--- src/design/serial_lcd_command_writer_assert.svh ---
// Assertion macros shared by the serial LCD command writer RTL.
// Depends on nothing; the including module must provide aclk and aresetn.
`ifndef SERIAL_LCD_COMMAND_WRITER_ASSERT_SVH
`define SERIAL_LCD_COMMAND_WRITER_ASSERT_SVH

// Same-cycle implication, checked outside reset.
`define SLCW_ASSERT_NOW(label, ante, cons, msg) \
    label: assert property (@(posedge aclk) disable iff (!aresetn) (ante) |-> (cons)) \
        else $error(msg);

// Next-cycle implication, checked outside reset.
`define SLCW_ASSERT_NEXT(label, ante, cons, msg) \
    label: assert property (@(posedge aclk) disable iff (!aresetn) (ante) |=> (cons)) \
        else $error(msg);

`endif

--- src/design/slcw_pkg.sv ---
// Package for the serial LCD command writer: beat types, action codes,
// protocol bytes and register map. No dependencies.
package slcw_pkg;

    localparam logic [1:0] ACT_TICK = 2'd0;
    localparam logic [1:0] ACT_CMD  = 2'd1;
    localparam logic [1:0] ACT_DATA = 2'd2;

    localparam logic [7:0] SYNC_CMD    = 8'hF8;
    localparam logic [7:0] SYNC_DATA   = 8'hFA;
    localparam logic [7:0] STATUS_READ = 8'hFC;
    localparam logic [7:0] BUSY_MASK   = 8'h80;
    localparam logic [7:0] NIBBLE_HI   = 8'hF0;

    localparam logic [15:0] PHASE_TICKS_RESET = 16'd5;

    localparam int unsigned PADDR_W = 3;
    localparam logic [0:0] REG_PHASE_TICKS = 1'b0;

    typedef struct packed {
        logic [1:0] action;
        logic [7:0] value;
        logic       sid_in;
    } in_item_t;

    typedef struct packed {
        logic       chip_select;
        logic       serial_clock;
        logic       serial_data;
        logic       in_transfer;
        logic       write_done;
        logic [7:0] last_status;
    } out_item_t;

endpackage

--- src/design/serial_lcd_command_writer.sv ---
// Top level of the serial LCD command writer: input stage, sequencer, result stage.
// Depends on slcw_pkg, slcw_cfg, slcw_core and serial_lcd_command_writer_assert.svh.
//
// Usage:
// - Every input beat (s_valid/s_ready, payload s_payload) is one timing tick
//   for the three-wire display link. action selects a plain tick, a command
//   write or a data write; a start is honored only while no transfer runs.
// - Each input beat yields exactly one result beat on m_valid/m_ready, carrying
//   the pin levels after that tick, the transfer flag, a done pulse and the
//   last status byte read back from the display.
// - A beat enters the input register on acceptance; the sequencer result is
//   captured in the result register when the beat moves on (result stage free
//   or draining), and the result is offered from there.
// - Throughput: one beat per cycle while m_ready stays high; the sequencer state
//   update is a single pass of short logic between the input and result registers.
// - A stalled receiver holds the result register; the input register still
//   takes one more beat, then s_ready drops until the result is taken.
// - The APB port holds phase_ticks (address 0), ticks per clock phase; write it
//   only while idle. Reset (aresetn low, synchronous) returns the sequencer to
//   idle with all pins low, empties both stages and sets phase_ticks to 5.
`include "serial_lcd_command_writer_assert.svh"

module serial_lcd_command_writer
    import slcw_pkg::*;
(
    input  logic               aclk,
    input  logic               aresetn,
    input  logic               s_valid,
    output logic               s_ready,
    input  in_item_t           s_payload,
    output logic               m_valid,
    input  logic               m_ready,
    output out_item_t          m_payload,
    input  logic               psel,
    input  logic               penable,
    input  logic               pwrite,
    input  logic [PADDR_W-1:0] paddr,
    input  logic [31:0]        pwdata,
    output logic [31:0]        prdata,
    output logic               pready
);

    logic        in_valid_reg, in_valid_next;
    in_item_t    in_data_reg;
    logic        m_valid_reg, m_valid_next;
    out_item_t   m_payload_reg;
    logic        advance;
    logic        fire;
    logic        s_take;
    logic [15:0] phase_ticks;
    out_item_t   core_result;

    slcw_cfg u_cfg (
        .aclk        (aclk),
        .aresetn     (aresetn),
        .psel        (psel),
        .penable     (penable),
        .pwrite      (pwrite),
        .paddr       (paddr),
        .pwdata      (pwdata),
        .prdata      (prdata),
        .pready      (pready),
        .phase_ticks (phase_ticks)
    );

    // Result stage free or draining this cycle: move the input beat on.
    assign advance = !m_valid_reg || m_ready;
    assign fire    = in_valid_reg && advance;
    assign s_ready = !in_valid_reg || advance;
    assign s_take  = s_valid && s_ready;

    slcw_core u_core (
        .aclk        (aclk),
        .aresetn     (aresetn),
        .fire        (fire),
        .item        (in_data_reg),
        .phase_ticks (phase_ticks),
        .result      (core_result)
    );

    always_comb begin
        if (s_take) begin
            in_valid_next = 1'b1;
        end else if (advance) begin
            in_valid_next = 1'b0;
        end else begin
            in_valid_next = in_valid_reg;
        end
        if (fire) begin
            m_valid_next = 1'b1;
        end else if (m_ready) begin
            m_valid_next = 1'b0;
        end else begin
            m_valid_next = m_valid_reg;
        end
    end

    always_ff @(posedge aclk) begin
        if (!aresetn) begin
            in_valid_reg <= 1'b0;
            m_valid_reg  <= 1'b0;
        end else begin
            in_valid_reg <= in_valid_next;
            m_valid_reg  <= m_valid_next;
        end
    end

    // Payload registers: load on their stage's handshake, hold otherwise.
    always_ff @(posedge aclk) begin
        if (s_take) begin
            in_data_reg <= s_payload;
        end
        if (fire) begin
            m_payload_reg <= core_result;
        end
    end

    assign m_valid   = m_valid_reg;
    assign m_payload = m_payload_reg;

    `SLCW_ASSERT_NOW(a_done_drops_select, m_valid && m_payload.write_done,
        !m_payload.chip_select && !m_payload.in_transfer,
        "write_done beat with select or transfer still high")
    `SLCW_ASSERT_NOW(a_select_tracks_transfer, m_valid,
        m_payload.chip_select == m_payload.in_transfer,
        "chip select disagrees with transfer flag")
    `SLCW_ASSERT_NOW(a_full_stall_blocks_input, in_valid_reg && m_valid_reg && !m_ready,
        !s_ready && !fire, "beat moved while both stages stalled")
    `SLCW_ASSERT_NEXT(a_fire_fills_result, fire, m_valid,
        "sequencer stepped without a result beat")

endmodule

--- src/design/slcw_cfg.sv ---
// APB-style register file of the serial LCD command writer (phase length).
// Depends on slcw_pkg.
module slcw_cfg
    import slcw_pkg::*;
(
    input  logic               aclk,
    input  logic               aresetn,
    input  logic               psel,
    input  logic               penable,
    input  logic               pwrite,
    input  logic [PADDR_W-1:0] paddr,
    input  logic [31:0]        pwdata,
    output logic [31:0]        prdata,
    output logic               pready,
    output logic [15:0]        phase_ticks
);

    logic [15:0] phase_ticks_reg;
    logic        wr_hit;

    assign pready = 1'b1;
    assign wr_hit = psel && penable && pwrite && (paddr[PADDR_W-1] == REG_PHASE_TICKS);

    always_ff @(posedge aclk) begin
        if (!aresetn) begin
            phase_ticks_reg <= PHASE_TICKS_RESET;
        end else if (wr_hit) begin
            phase_ticks_reg <= pwdata[15:0];
        end
    end

    always_comb begin
        if (paddr[PADDR_W-1] == REG_PHASE_TICKS) begin
            prdata = {16'd0, phase_ticks_reg};
        end else begin
            prdata = 32'd0;
        end
    end

    assign phase_ticks = phase_ticks_reg;

endmodule

--- src/design/slcw_core.sv ---
// Transfer sequencer: poll, receive status, send sync and nibbles, one tick per beat.
// Depends on slcw_pkg.
module slcw_core
    import slcw_pkg::*;
(
    input  logic      aclk,
    input  logic      aresetn,
    input  logic      fire,
    input  in_item_t  item,
    input  logic [15:0] phase_ticks,
    output out_item_t result
);

    typedef enum logic [3:0] {
        STEP_IDLE  = 4'd0,
        STEP_POLL  = 4'd1,
        STEP_RX1   = 4'd2,
        STEP_RX2   = 4'd3,
        STEP_FRAME = 4'd4
    } step_t;

    step_t       step_reg, step_next;
    logic [4:0]  bit_reg, bit_next;
    logic [7:0]  tx_reg, tx_next;
    logic [1:0]  fbi_reg, fbi_next;
    logic [7:0]  pend_reg, pend_next;
    logic        pdata_reg, pdata_next;
    logic [7:0]  rx1_reg, rx1_next;
    logic [7:0]  rx2_reg, rx2_next;
    logic [15:0] phc_reg, phc_next;
    logic [7:0]  status_reg, status_next;
    logic        cs_reg, cs_next;
    logic        sck_reg, sck_next;
    logic        sid_reg, sid_next;
    logic        done;

    logic        rx;
    logic [1:0]  phase;
    logic [16:0] len;
    logic [16:0] phc_inc;

    assign rx      = (step_reg == STEP_RX1) || (step_reg == STEP_RX2);
    assign phase   = bit_reg[1:0];
    assign len     = (phase_ticks == 16'd0) ? 17'd1 : {1'b0, phase_ticks};
    assign phc_inc = {1'b0, phc_reg} + 17'd1;

    always_comb begin
        step_next   = step_reg;
        bit_next    = bit_reg;
        tx_next     = tx_reg;
        fbi_next    = fbi_reg;
        pend_next   = pend_reg;
        pdata_next  = pdata_reg;
        rx1_next    = rx1_reg;
        rx2_next    = rx2_reg;
        phc_next    = phc_reg;
        status_next = status_reg;
        cs_next     = cs_reg;
        sck_next    = sck_reg;
        sid_next    = sid_reg;
        done        = 1'b0;

        case (step_reg)
            STEP_IDLE: begin
                if (item.action == ACT_CMD || item.action == ACT_DATA) begin
                    pend_next  = item.value;
                    pdata_next = (item.action == ACT_DATA);
                    cs_next    = 1'b1;
                    step_next  = STEP_POLL;
                    tx_next    = STATUS_READ;
                    bit_next   = 5'd0;
                    phc_next   = 16'd0;
                    fbi_next   = 2'd0;
                end
            end
            STEP_POLL, STEP_RX1, STEP_RX2, STEP_FRAME: begin
                // Phase entry actions on the first tick of a phase.
                if (phc_reg == 16'd0) begin
                    if (rx) begin
                        if (phase != 2'd0) begin
                            sck_next = (phase == 2'd2);
                        end
                    end else begin
                        case (phase)
                            2'd0:    sck_next = 1'b0;
                            2'd1:    sid_next = tx_reg[7];
                            2'd2:    tx_next  = {tx_reg[6:0], 1'b0};
                            default: sck_next = 1'b1;
                        endcase
                    end
                end
                if (phc_inc < len) begin
                    phc_next = phc_inc[15:0];
                end else begin
                    phc_next = 16'd0;
                    if (phase == 2'd3) begin
                        if (!rx) begin
                            sck_next = 1'b0;
                        end else if (step_reg == STEP_RX1) begin
                            rx1_next = {rx1_reg[6:0], item.sid_in};
                        end else begin
                            rx2_next = {rx2_reg[6:0], item.sid_in};
                        end
                    end
                    bit_next = bit_reg + 5'd1;
                    // Byte boundary: pick the next byte of the sequence.
                    if (bit_next == 5'd0) begin
                        case (step_reg)
                            STEP_POLL: step_next = STEP_RX1;
                            STEP_RX1:  step_next = STEP_RX2;
                            STEP_RX2: begin
                                status_next = (rx1_next & NIBBLE_HI) | {4'd0, rx2_next[7:4]};
                                if ((status_next & BUSY_MASK) != 8'd0) begin
                                    step_next = STEP_POLL;
                                    tx_next   = STATUS_READ;
                                end else begin
                                    step_next = STEP_FRAME;
                                    fbi_next  = 2'd0;
                                    tx_next   = pdata_reg ? SYNC_DATA : SYNC_CMD;
                                end
                            end
                            default: begin
                                fbi_next = fbi_reg + 2'd1;
                                if (fbi_next == 2'd1) begin
                                    tx_next = pend_reg & NIBBLE_HI;
                                end else if (fbi_next == 2'd2) begin
                                    tx_next = {pend_reg[3:0], 4'd0};
                                end else begin
                                    cs_next   = 1'b0;
                                    step_next = STEP_IDLE;
                                    fbi_next  = 2'd0;
                                    done      = 1'b1;
                                end
                            end
                        endcase
                    end
                end
            end
            default: begin
                step_next = STEP_IDLE;
            end
        endcase
    end

    always_ff @(posedge aclk) begin
        if (!aresetn) begin
            step_reg   <= STEP_IDLE;
            bit_reg    <= 5'd0;
            tx_reg     <= 8'd0;
            fbi_reg    <= 2'd0;
            pend_reg   <= 8'd0;
            pdata_reg  <= 1'b0;
            rx1_reg    <= 8'd0;
            rx2_reg    <= 8'd0;
            phc_reg    <= 16'd0;
            status_reg <= 8'd0;
            cs_reg     <= 1'b0;
            sck_reg    <= 1'b0;
            sid_reg    <= 1'b0;
        end else if (fire) begin
            step_reg   <= step_next;
            bit_reg    <= bit_next;
            tx_reg     <= tx_next;
            fbi_reg    <= fbi_next;
            pend_reg   <= pend_next;
            pdata_reg  <= pdata_next;
            rx1_reg    <= rx1_next;
            rx2_reg    <= rx2_next;
            phc_reg    <= phc_next;
            status_reg <= status_next;
            cs_reg     <= cs_next;
            sck_reg    <= sck_next;
            sid_reg    <= sid_next;
        end
    end

    always_comb begin
        result.chip_select  = cs_next;
        result.serial_clock = sck_next;
        result.serial_data  = sid_next;
        result.in_transfer  = (step_next != STEP_IDLE);
        result.write_done   = done;
        result.last_status  = status_next;
    end

endmodule

--- config.mk ---
export PLATFORM = sky130hd
export DESIGN_NAME = serial_lcd_command_writer
export DESIGN_NICKNAME = d
export VERILOG_FILES = /design/src/design/slcw_pkg.sv /design/src/design/serial_lcd_command_writer.sv /design/src/design/slcw_cfg.sv /design/src/design/slcw_core.sv
export VERILOG_INCLUDE_DIRS = /design/src /design/src/design
export SDC_FILE = /design/constraint.sdc
export NUM_CORES = 1
export LEC_CHECK = 0
export ABC_AREA = 1
export ABC_CLOCK_PERIOD_IN_PS = 4100
export BUFFER_PORTS_ARGS = -buffer_cell sky130_fd_sc_hd__buf_2
export CORE_ASPECT_RATIO = 0.6
export CORE_UTILIZATION = 55
export CTS_BUF_LIST = sky130_fd_sc_hd__clkbuf_16
export DETAILED_ROUTE_END_ITERATION = 12
export PLACE_DENSITY = 0.78
export REMOVE_ABC_BUFFERS = 1
export SLEW_MARGIN = 30
export SYNTH_ARGS = -nofsm -noshare
export SYNTH_HDL_FRONTEND = slang
export SYNTH_SLANG_ARGS = --single-unit
--- constraint.sdc ---
create_clock -name aclk -period 4.1 [get_ports aclk]
set_clock_uncertainty 0.15 [all_clocks]
set_input_delay 1.23 -clock aclk [delete_from_list [all_inputs] [get_ports aclk]]
set_output_delay 1.23 -clock aclk [all_outputs]
set_load 0.005 [all_outputs]
== Word level (Yosys, flattened, before mapping) ==
Cells that the tools add are included.
Widths: inputs -> output; s select.

* Add/subtract/negate cells: 3
* Bitwise operators: 5
* Reductions and logical operators: 33
* Equal/unequal tests: 20
* $lt $le $gt $ge: 1
* Mux-type cells: 74

{| class="wikitable"
|+ Operators by type and width
! cell !! count
|-
| $mux 8 || 23
|-
| $mux 16 || 4
|-
| $logic_not 16->1 || 2
|-
| $pmux 16 s2 || 1
|-
| $pmux 8 s2 || 2
|-
| $mux 1 || 22
|-
| $mux 4 || 5
|-
| $add 16x1->17 const B || 1
|-
| $lt 17x17->1 || 1
|-
| $mux 2 || 7
|-
| $pmux 4 s3 || 1
|-
| $reduce_and 6->1 || 2
|-
| $mux 5 || 2
|-
| $pmux 5 s2 || 1
|-
| $ne 3x1->1 const B || 3
|-
| $reduce_and 3->1 || 3
|-
| $eq 2x2->1 const B || 4
|-
| $eq 4x2->1 const B || 2
|-
| $or 8x4->8 || 1
|-
| $pmux 2 s2 || 2
|-
| $pmux 4 s2 || 1
|-
| $reduce_bool 2->1 || 4
|-
| $reduce_and 7->1 || 1
|-
| $reduce_or 7->1 || 1
|-
| other kinds (22) || 40
|}

* Flip-flop bits (word level): 113
* Input bits: 53
* Output and inout port bits: 48
* Word-level logic and storage cells: 163

== Logic depth before layout (Yosys ltp) ==
Gate-level depths: netlist of the first run.

* Depth after elaboration: 13
* Gate-level depth with buffers: 21
* Depth with buffers taken out: 21

== Cells and area by module ==
Synthesis of the first run repeated with hierarchy kept, for this count alone.

* Cell total of the unflattened synthesis: 878
* Area, all modules: 6404.9 um^2

{| class="wikitable"
|+ Modules (own cells, without submodules)
! module !! area an instance (um^2) !! seq. area each (um^2) !! times used !! cells an instance
|-
| slcw_core || 4543.1 || 1421.4 || 1 || 683
|-
| slcw_cfg || 1046.0 || 320.3 || 1 || 158
|-
| serial_lcd_command_writer || 815.8 || 760.7 || 1 || 37
|}

== Worst setup path after synthesis of the first run ==
OpenSTA, ideal clock, no wires.

* Path type: input port to output port
* Start: input paddr[2]
* End: output prdata[10]
* Data required time: 2.720 ns
* Data arrival time: 1.823 ns
* Path slack: 0.897 ns
* Cell stages on the path: 3
* Path buffers: 2
* Cell sequence: clkbuf_1 > clkbuf_1 > nor2_1

* Word-level cells in the longest chain between the ends: 1

{| class="wikitable"
|+ Ends and longest elaborated chain
! item !! line !! source
|-
| start: declaration || serial_lcd_command_writer.sv:37 || <nowiki>input logic [PADDR_W-1:0] paddr,</nowiki>
|-
| $mux 16 || slcw_cfg.sv:33 || <nowiki>if (paddr[PADDR_W-1] == REG_PHASE_TICKS) begin</nowiki>
|-
| end: declaration || serial_lcd_command_writer.sv:39 || <nowiki>output logic [31:0] prdata,</nowiki>
|}

Every way passes these cells.

== Worst setup path after layout of the first run ==
* Start: register u_core.phc_reg[0]
* End: register u_core.rx1_reg[2]

* Word-level cells in the longest chain between the ends: 4
* Elaborated cells on any way between the ends: 7
* Those cells by class: add/sub (1); order compare (1); eq/ne (3); bitwise (1); reduce/logical (1)

{| class="wikitable"
|+ Ends and longest elaborated chain
! item !! line !! source
|-
| start: declaration || slcw_core.sv:30 || <nowiki>logic [15:0] phc_reg, phc_next;</nowiki>
|-
| start signal: assignment || slcw_core.sv:169 || <nowiki>phc_reg <= phc_next;</nowiki>
|-
| $add 16x1->17 (*) || slcw_core.sv:45 || <nowiki>assign phc_inc = {1'b0, phc_reg} + 17'd1;</nowiki>
|-
| $lt 17x17->1 (*) || slcw_core.sv:92 || <nowiki>if (phc_inc < len) begin</nowiki>
|-
| $ne 3x1->1 (no line) or $not 1->1 (tied branches) || -- ||
|-
| $reduce_and 6->1 (no line) (*) || -- ||
|-
| end signal: assignment || slcw_core.sv:167 || <nowiki>rx1_reg <= rx1_next;</nowiki>
|-
| end: declaration || slcw_core.sv:28 || <nowiki>logic [7:0] rx1_reg, rx1_next;</nowiki>
|}

Mark *: on every way between the ends. The rest lies on a longest branch, timed or not.
A chain may end at the register's enable or synchronous reset.

==> results.tsv, run 1 <==
metric	value	unit
worstPathCellList	ha_1, nand2_1, nor2_2, nand3_1, nor3_1, xor2_1, ha_1, nand4_1, nor2_1, nand2_2, nor2_1, nand2_2, nand2_8, nand2_4, inv_4, nand3_1, a21oi_2	
cts_tree	yes	
power.density	403	mW/mm^2
via_count	6046	
reg2reg_depth	17	
drt_wl_total	15.4	mm
clockBufferDepth	2	
grt_max_degree	53	
syn_to_final_growth	13.4	%
syn_area	0.00660	sq mm
setup_viol	0	
num_io_pins	101	
cp_slowest_cell	dfxtp_1	
drc	0	
synth_flop_cell	dfxtp_1	
power_frac_clock	48.6	%
p_switching	0.783	mW
grt_first_pass_wirelength	25.0	mm
cp_max_fo	36	
synth_cell_types	49	
leakagePower	3.47	nW
std_cell_rows	30	
slowest_delay	0.39	ns
path_clk_slew	0.06	ns
switching_share	25.9	%
cts_inserted_buffers	17	
cp_num_buf_inv	1	
gp_congestion	0.908	
hp-start	u_core.tx_reg[0]$_SDFFE_PN0P_	
maxSlewHeadroom	56.7	%
tns	0	ns
layout_commonest_cell	nand2_1	
hold_class	flip-flop to flip-flop	
drt_iter0_drc	591	
initial_utilization	57.5	%
hold_path_end	u_core.tx_reg[0]$_SDFFE_PN0P_	
cts.sinks	113	
die_area	0.0125	sq mm
async_flop_share	0	%
path_delay_family	simple AND/OR/NAND/NOR gates	
grt_overflow	0	
die_w	143	um
ys_seq_elements	113	
hold-worst-slack	0.288	ns
via_per_inst	5.36	
timing.final.max_slew_violations	0	
timing.final.crit_share	92.0	%
comb_power_share	11.3	%
grt_pass1_vias	5097	
cp-end-kind	flip-flop	
cp-start-kind	flip-flop	
period_needed	3.77	ns
path_class	flip-flop to flip-flop	
finalHoldViolCount	0	
rsz0062_at_grt	false	
max-vdd-ir-drop	0.302	mV
fmax	0.265	GHz
die_h	86.9	um
syn_area_per_cell	7.35	sq um
grt_usage	26.1	%
clk_latency	0.42	ns
final_cell_mix	nand2_1 (177), inv_1 (98), nor2_1 (92), dfxtp_1 (89), o21ai_0 (66)	
worst_slew_pin_slew	0.645	ns
wl_per_cell	13.7	um
cp.arrival	3.97	ns
postSynthCellCount	899	
r2r-start	u_core.phc_reg[0]$_SDFFE_PN0P_	
io_buffer_count	65	
htreeDepth	4	
ys_seq_area_share	37.9	%
final_antenna_net_count	0	
synth_edf_count	24	
power_frac_seq	40.2	%
diodes	0	
drv_cap	0	
drive_above_1_share	18.0	%
grt_antenna_before_repair	0	
holdPathStages	2	
p_int	2.24	mW
hpwl	10.7	mm
nNetsFinal	1030	
rr_endpoint	u_core.rx1_reg[2]$_SDFFE_PN0P_	
status	completed	
dr.pass1.iters	6	
hold_buffers	0	
yosysWarnings	0	
clockRootBuffer	clkbuf_16	
cp.required	4.29	ns
fp.coreArea	0.0115	sq mm
ff2ff_setup_slack	0.33	ns
==> cell type report <==
type / count / area [sq um]
timing repair buffer: 70 / 363
clock buffer: 17 / 425
multi-input combinational: 644 / 3430
fill: 1009 / 4000
sequential: 113 / 2500
clock inverter: 15 / 155
inverter: 108 / 410
tap: 160 / 200
==> worst max-delay path by stage <==
stage	start	to	cells after the start	slack [ns]
final	u_core.phc_reg[0]$_SDFFE_PN0P_	u_core.rx1_reg[2]$_SDFFE_PN0P_	17	0.33
after global routing	u_core.phc_reg[0]$_SDFFE_PN0P_	u_core.phc_reg[0]$_SDFFE_PN0P_	20	0.08
after detailed placement	u_core.phc_reg[0]$_SDFFE_PN0P_	u_core.rx1_reg[0]$_SDFFE_PN0P_	17	0.35
after global placement	u_core.phc_reg[0]$_SDFFE_PN0P_	u_core.rx1_reg[2]$_SDFFE_PN0P_	17	0.46
after CTS	u_core.phc_reg[0]$_SDFFE_PN0P_	u_core.rx1_reg[2]$_SDFFE_PN0P_	17	0.29
after floorplan	m_ready	u_core.bit_reg[1]$_SDFFE_PN0P_	9	0.95
==> synthesized netlist by cell type (all sizes together) (16+ instances only) <==
master | instances | area share [%]
nand2 | 203 | 13
inv | 106 | 6.1
nor2 | 104 | 7.1
o21ai | 104 | 8.1
dfxtp | 89 | 27
a21oi | 79 | 6.8
nand3 | 48 | 4.0
buf | 32 | 3.8
edfxtp | 24 | 11
ha | 23 | 4.4
clkbuf | 17 | 0.97
nand4 | 16 | 1.7
==> logic make-up (layout without fill, tap and decap cells) <==
group	Yosys count	count (layout)	synth area share [%]
buffers and inverters	157	210	11.0
other	2	17	0.114
AOI/OAI and AO/OA	202	202	17.1
xor gates and xnor gates	16	16	2.12
adders and majority gates	23	23	4.36
DFF	113	113	37.9
and+or+nand+nor	386	386	27.4
==> metrics by stage <==
stage | cell area (sq um) | total power [mW] | worst slack (ns) | std cells | utilization (%)
floorplan | 6340 | 1.46 | 0.948 | 865 | -
global placement | 6910 | 1.56 | 0.462 | 1095 | 60.1
detailed placement | 6910 | 1.57 | 0.352 | 1095 | 60.1
CTS | 7490 | 3.02 | 0.287 | 1127 | 65.2
global route | 7490 | 3.11 | 0.0761 | 1127 | 65.2
finish | 7490 | 3.02 | 0.327 | 1127 | 65.2
==> power by group through the flow <==
stage | logic, mW | clock network, mW | registers [mW]
4_1_cts | 0.335 | 1.48 | 1.21
6_report | 0.341 | 1.47 | 1.21
3_3_place_gp | 0.326 | 0 | 1.23
5_1_grt | 0.381 | 1.52 | 1.22
2_1_floorplan | 0.228 | 0 | 1.23
3_5_place_dp | 0.332 | 0 | 1.23
==> worst min-delay path: cells and delay by family (launching register included) <==
kind | cells | cell delay (ns)
DFF | 1 | 0.31
and+or+nand+nor | 1 | 0.05
AOI/OAI and AO/OA | 1 | 0.03
==> per-layer routing <==
layer  GRT usage (%)  vias up  share of wire (%)
li1                -     3025                  -
met1            40.7     2720                 51
met2            35.3      276                 38
met3            4.34       25                9.2
met4            9.67        0                1.3
met5               0        -                  0
==> repair_timing <==
| action | CTS | global route |
|---|---|---|
| setup endpoints to repair | 0 | 1 |
| resized for setup | 0 | 2 |
| setup buffers | 0 | 0 |
Note: power is estimated with default switching activity, not from simulation.
==> run 2: changes to the inputs <==
Settings changed: CTS_BUF_LIST sky130_fd_sc_hd__clkbuf_16 to default.
==> run 2 against run 1 <==
  * Worst setup slack improved by 0.0040 ns
  * Sequential cell count stayed put
  * First-iteration DRC count grew 13%
  * Combinational power is essentially flat
  * Final area grew 0.13%
  * Fmax rose by 0.11%
  * Die area unchanged
  * Total power is 0.87% higher
  * Highest routed layer unchanged
==> results.tsv, run 2 (same netlist as run 1, synthesis figures left out) <==
metric	value	unit	change
die_w	143	um	unchanged
via_count	6021		was 6046
grt_max_degree	53		unchanged
cp_num_buf_inv	1		unchanged
cp.depth	17		unchanged
syn_to_final_growth	13.6	%	was 13.4%
cts_tree	yes		unchanged
htreeDepth	4		unchanged
gp_congestion	0.908		unchanged
die_h	86.9	um	unchanged
max-vdd-ir-drop	0.304	mV	was 0.302 mV
p_switching	0.783	mW	about the same
power.density	406	mW/mm^2	was 403 mW/mm^2
finalHoldViolCount	0		unchanged
holdPathStages	2		unchanged
fmax	0.265	GHz	about the same
comb_power_share	11.2	%	was 11.3%
power_frac_clock	49.0	%	was 48.6%
dr.pass1.iters	6		unchanged
via_per_inst	5.34		was 5.36
worst_slew_pin_slew	0.644	ns	was 0.645 ns
post_cts_buffers	0		unchanged
p_int	2.26	mW	was 2.24 mW
final_cell_mix	nand2_1 (177), inv_1 (95), nor2_1 (92), dfxtp_1 (89), o21ai_0 (66)		was nand2_1 (177), inv_1 (98), nor2_1 (92), dfxtp_1 (89), o21ai_0 (66)
slowest_delay	0.39	ns	about the same
setup_viol	0		unchanged
diodes	0		unchanged
clockBufferDepth	2		unchanged
reg2reg_depth	17		unchanged
timing.final.max_slew_violations	0		unchanged
switching_share	25.7	%	was 25.9%
grt_antenna_before_repair	0		unchanged
grt_overflow	0		unchanged
drive_above_1_share	18.1	%	was 18.0%
clockRootBuffer	clkbuf_16		unchanged
io_buffer_count	65		unchanged
cp_max_fo	36		unchanged
final_antenna_net_count	0		unchanged
path_class	flip-flop to flip-flop		unchanged
period_needed	3.77	ns	about the same
path_delay_family	simple AND/OR/NAND/NOR gates		unchanged
hpwl	10.7	mm	unchanged
grt_pass1_vias	5100		was 5097
fp.coreArea	0.0115	sq mm	unchanged
drc	0		unchanged
hold_class	flip-flop to flip-flop		unchanged
wl_per_cell	13.7	um	about the same
die_area	0.0125	sq mm	unchanged
path_clk_slew	0.05	ns	was 0.06 ns
nNetsFinal	1030		unchanged
drv_cap	0		unchanged
rsz0062_at_grt	false		unchanged
timing.final.crit_share	91.9	%	was 92.0%
grt_first_pass_wirelength	25.0	mm	about the same
power_frac_seq	39.8	%	was 40.2%
cp.arrival	3.96	ns	was 3.97 ns
status	completed		unchanged
leakagePower	3.47	nW	about the same
drt_wl_total	15.4	mm	about the same
layout_commonest_cell	nand2_1		unchanged
clk_latency	0.42	ns	about the same
grt_usage	26.2	%	was 26.1%
cp-end-kind	flip-flop		unchanged
cp_slowest_cell	dfxtp_1		unchanged
cp-start-kind	flip-flop		unchanged
utilization	65.3	%	was 65.2%
cp.required	4.29	ns	about the same
cts_inserted_buffers	17		unchanged
worstPathCellList	ha_1, nand2_1, nor2_2, nand3_1, nor3_1, xor2_1, ha_1, nand4_1, nor2_1, nand2_2, nor2_1, nand2_2, nand2_8, nand2_4, inv_4, nand3_1, a21oi_2		unchanged
cts.sinks	113		unchanged
maxSlewHeadroom	56.8	%	was 56.7%
cts_resized	0		unchanged
std_cell_rows	30		unchanged
num_io_pins	101		unchanged
drt_iter0_drc	666		was 591
hold_buffers	0		unchanged
ff2ff_setup_slack	0.33	ns	about the same
initial_utilization	57.5	%	unchanged
tns	0	ns	unchanged
==> run 2: final timing paths <==
kind | start | endpoint
worst min register to register | u_core.tx_reg[0]$_SDFFE_PN0P_ | u_core.tx_reg[0]$_SDFFE_PN0P_
worst max-delay path | u_core.phc_reg[0]$_SDFFE_PN0P_ | u_core.rx1_reg[2]$_SDFFE_PN0P_
worst min-delay path | u_core.tx_reg[0]$_SDFFE_PN0P_ | u_core.tx_reg[0]$_SDFFE_PN0P_
worst max register to register | u_core.phc_reg[0]$_SDFFE_PN0P_ | u_core.rx1_reg[2]$_SDFFE_PN0P_
==> run 2: cell type report <==
class | instances | area, sq um
inverter | 108 | 410
timing repair buffer | 70 | 363
clock buffer | 21 | 450
fill | 1005 | 3990
sequential | 113 | 2500
multi-input combinational | 644 | 3430
tap | 160 | 200
clock inverter | 11 | 140
==> run 2: per-layer routing <==
metal / routed length, um / part of all wire [%] / track usage, % / up-vias
met5: 0 / 0 / 0 / -
met4: 182 / 1.2 / 9.67 / 0
li1: - / - / - / 3025
met3: 1350 / 8.8 / 4.34 / 19
met2: 5920 / 38 / 35.3 / 275
met1: 7950 / 52 / 40.8 / 2702
==> run 2: power groups by stage <==
stage | combinational [mW] | sequential [mW] | clock [mW]
3_5_place_dp | 0.332 | 1.23 | 0
5_1_grt | 0.381 | 1.22 | 1.54
4_1_cts | 0.335 | 1.21 | 1.50
6_report | 0.341 | 1.21 | 1.49
2_1_floorplan | 0.228 | 1.23 | 0
3_3_place_gp | 0.326 | 1.23 | 0
==> run 2: per-stage QoR <==
stage / hold WS, ns / power [mW] / instances / instance area, sq um / setup WS (ns)
finish: 0.290 / 3.05 / 1127 / 7500 / 0.331
global route: 0.321 / 3.14 / 1127 / 7500 / 0.0761
CTS: 0.288 / 3.05 / 1127 / 7500 / 0.287
detailed placement: 0.278 / 1.57 / 1095 / 6910 / 0.352
global placement: 0.271 / 1.56 / 1095 / 6910 / 0.462
floorplan: 0.262 / 1.46 / 865 / 6340 / 0.948
==> run 2: worst register-to-register path: stages, from the launching register on <==
cell and delay (ns):
dfxtp_1 0.39, ha_1 0.21, nand2_1 0.08, nor2_2 0.21, nand3_1 0.19, nor3_1 0.29
xor2_1 0.15, ha_1 0.32, nand4_1 0.10, nor2_1 0.32, nand2_2 0.11, nor2_1 0.12
nand2_2 0.12, nand2_8 0.28, nand2_4 0.16, inv_4 0.20, nand3_1 0.14, a21oi_2 0.15
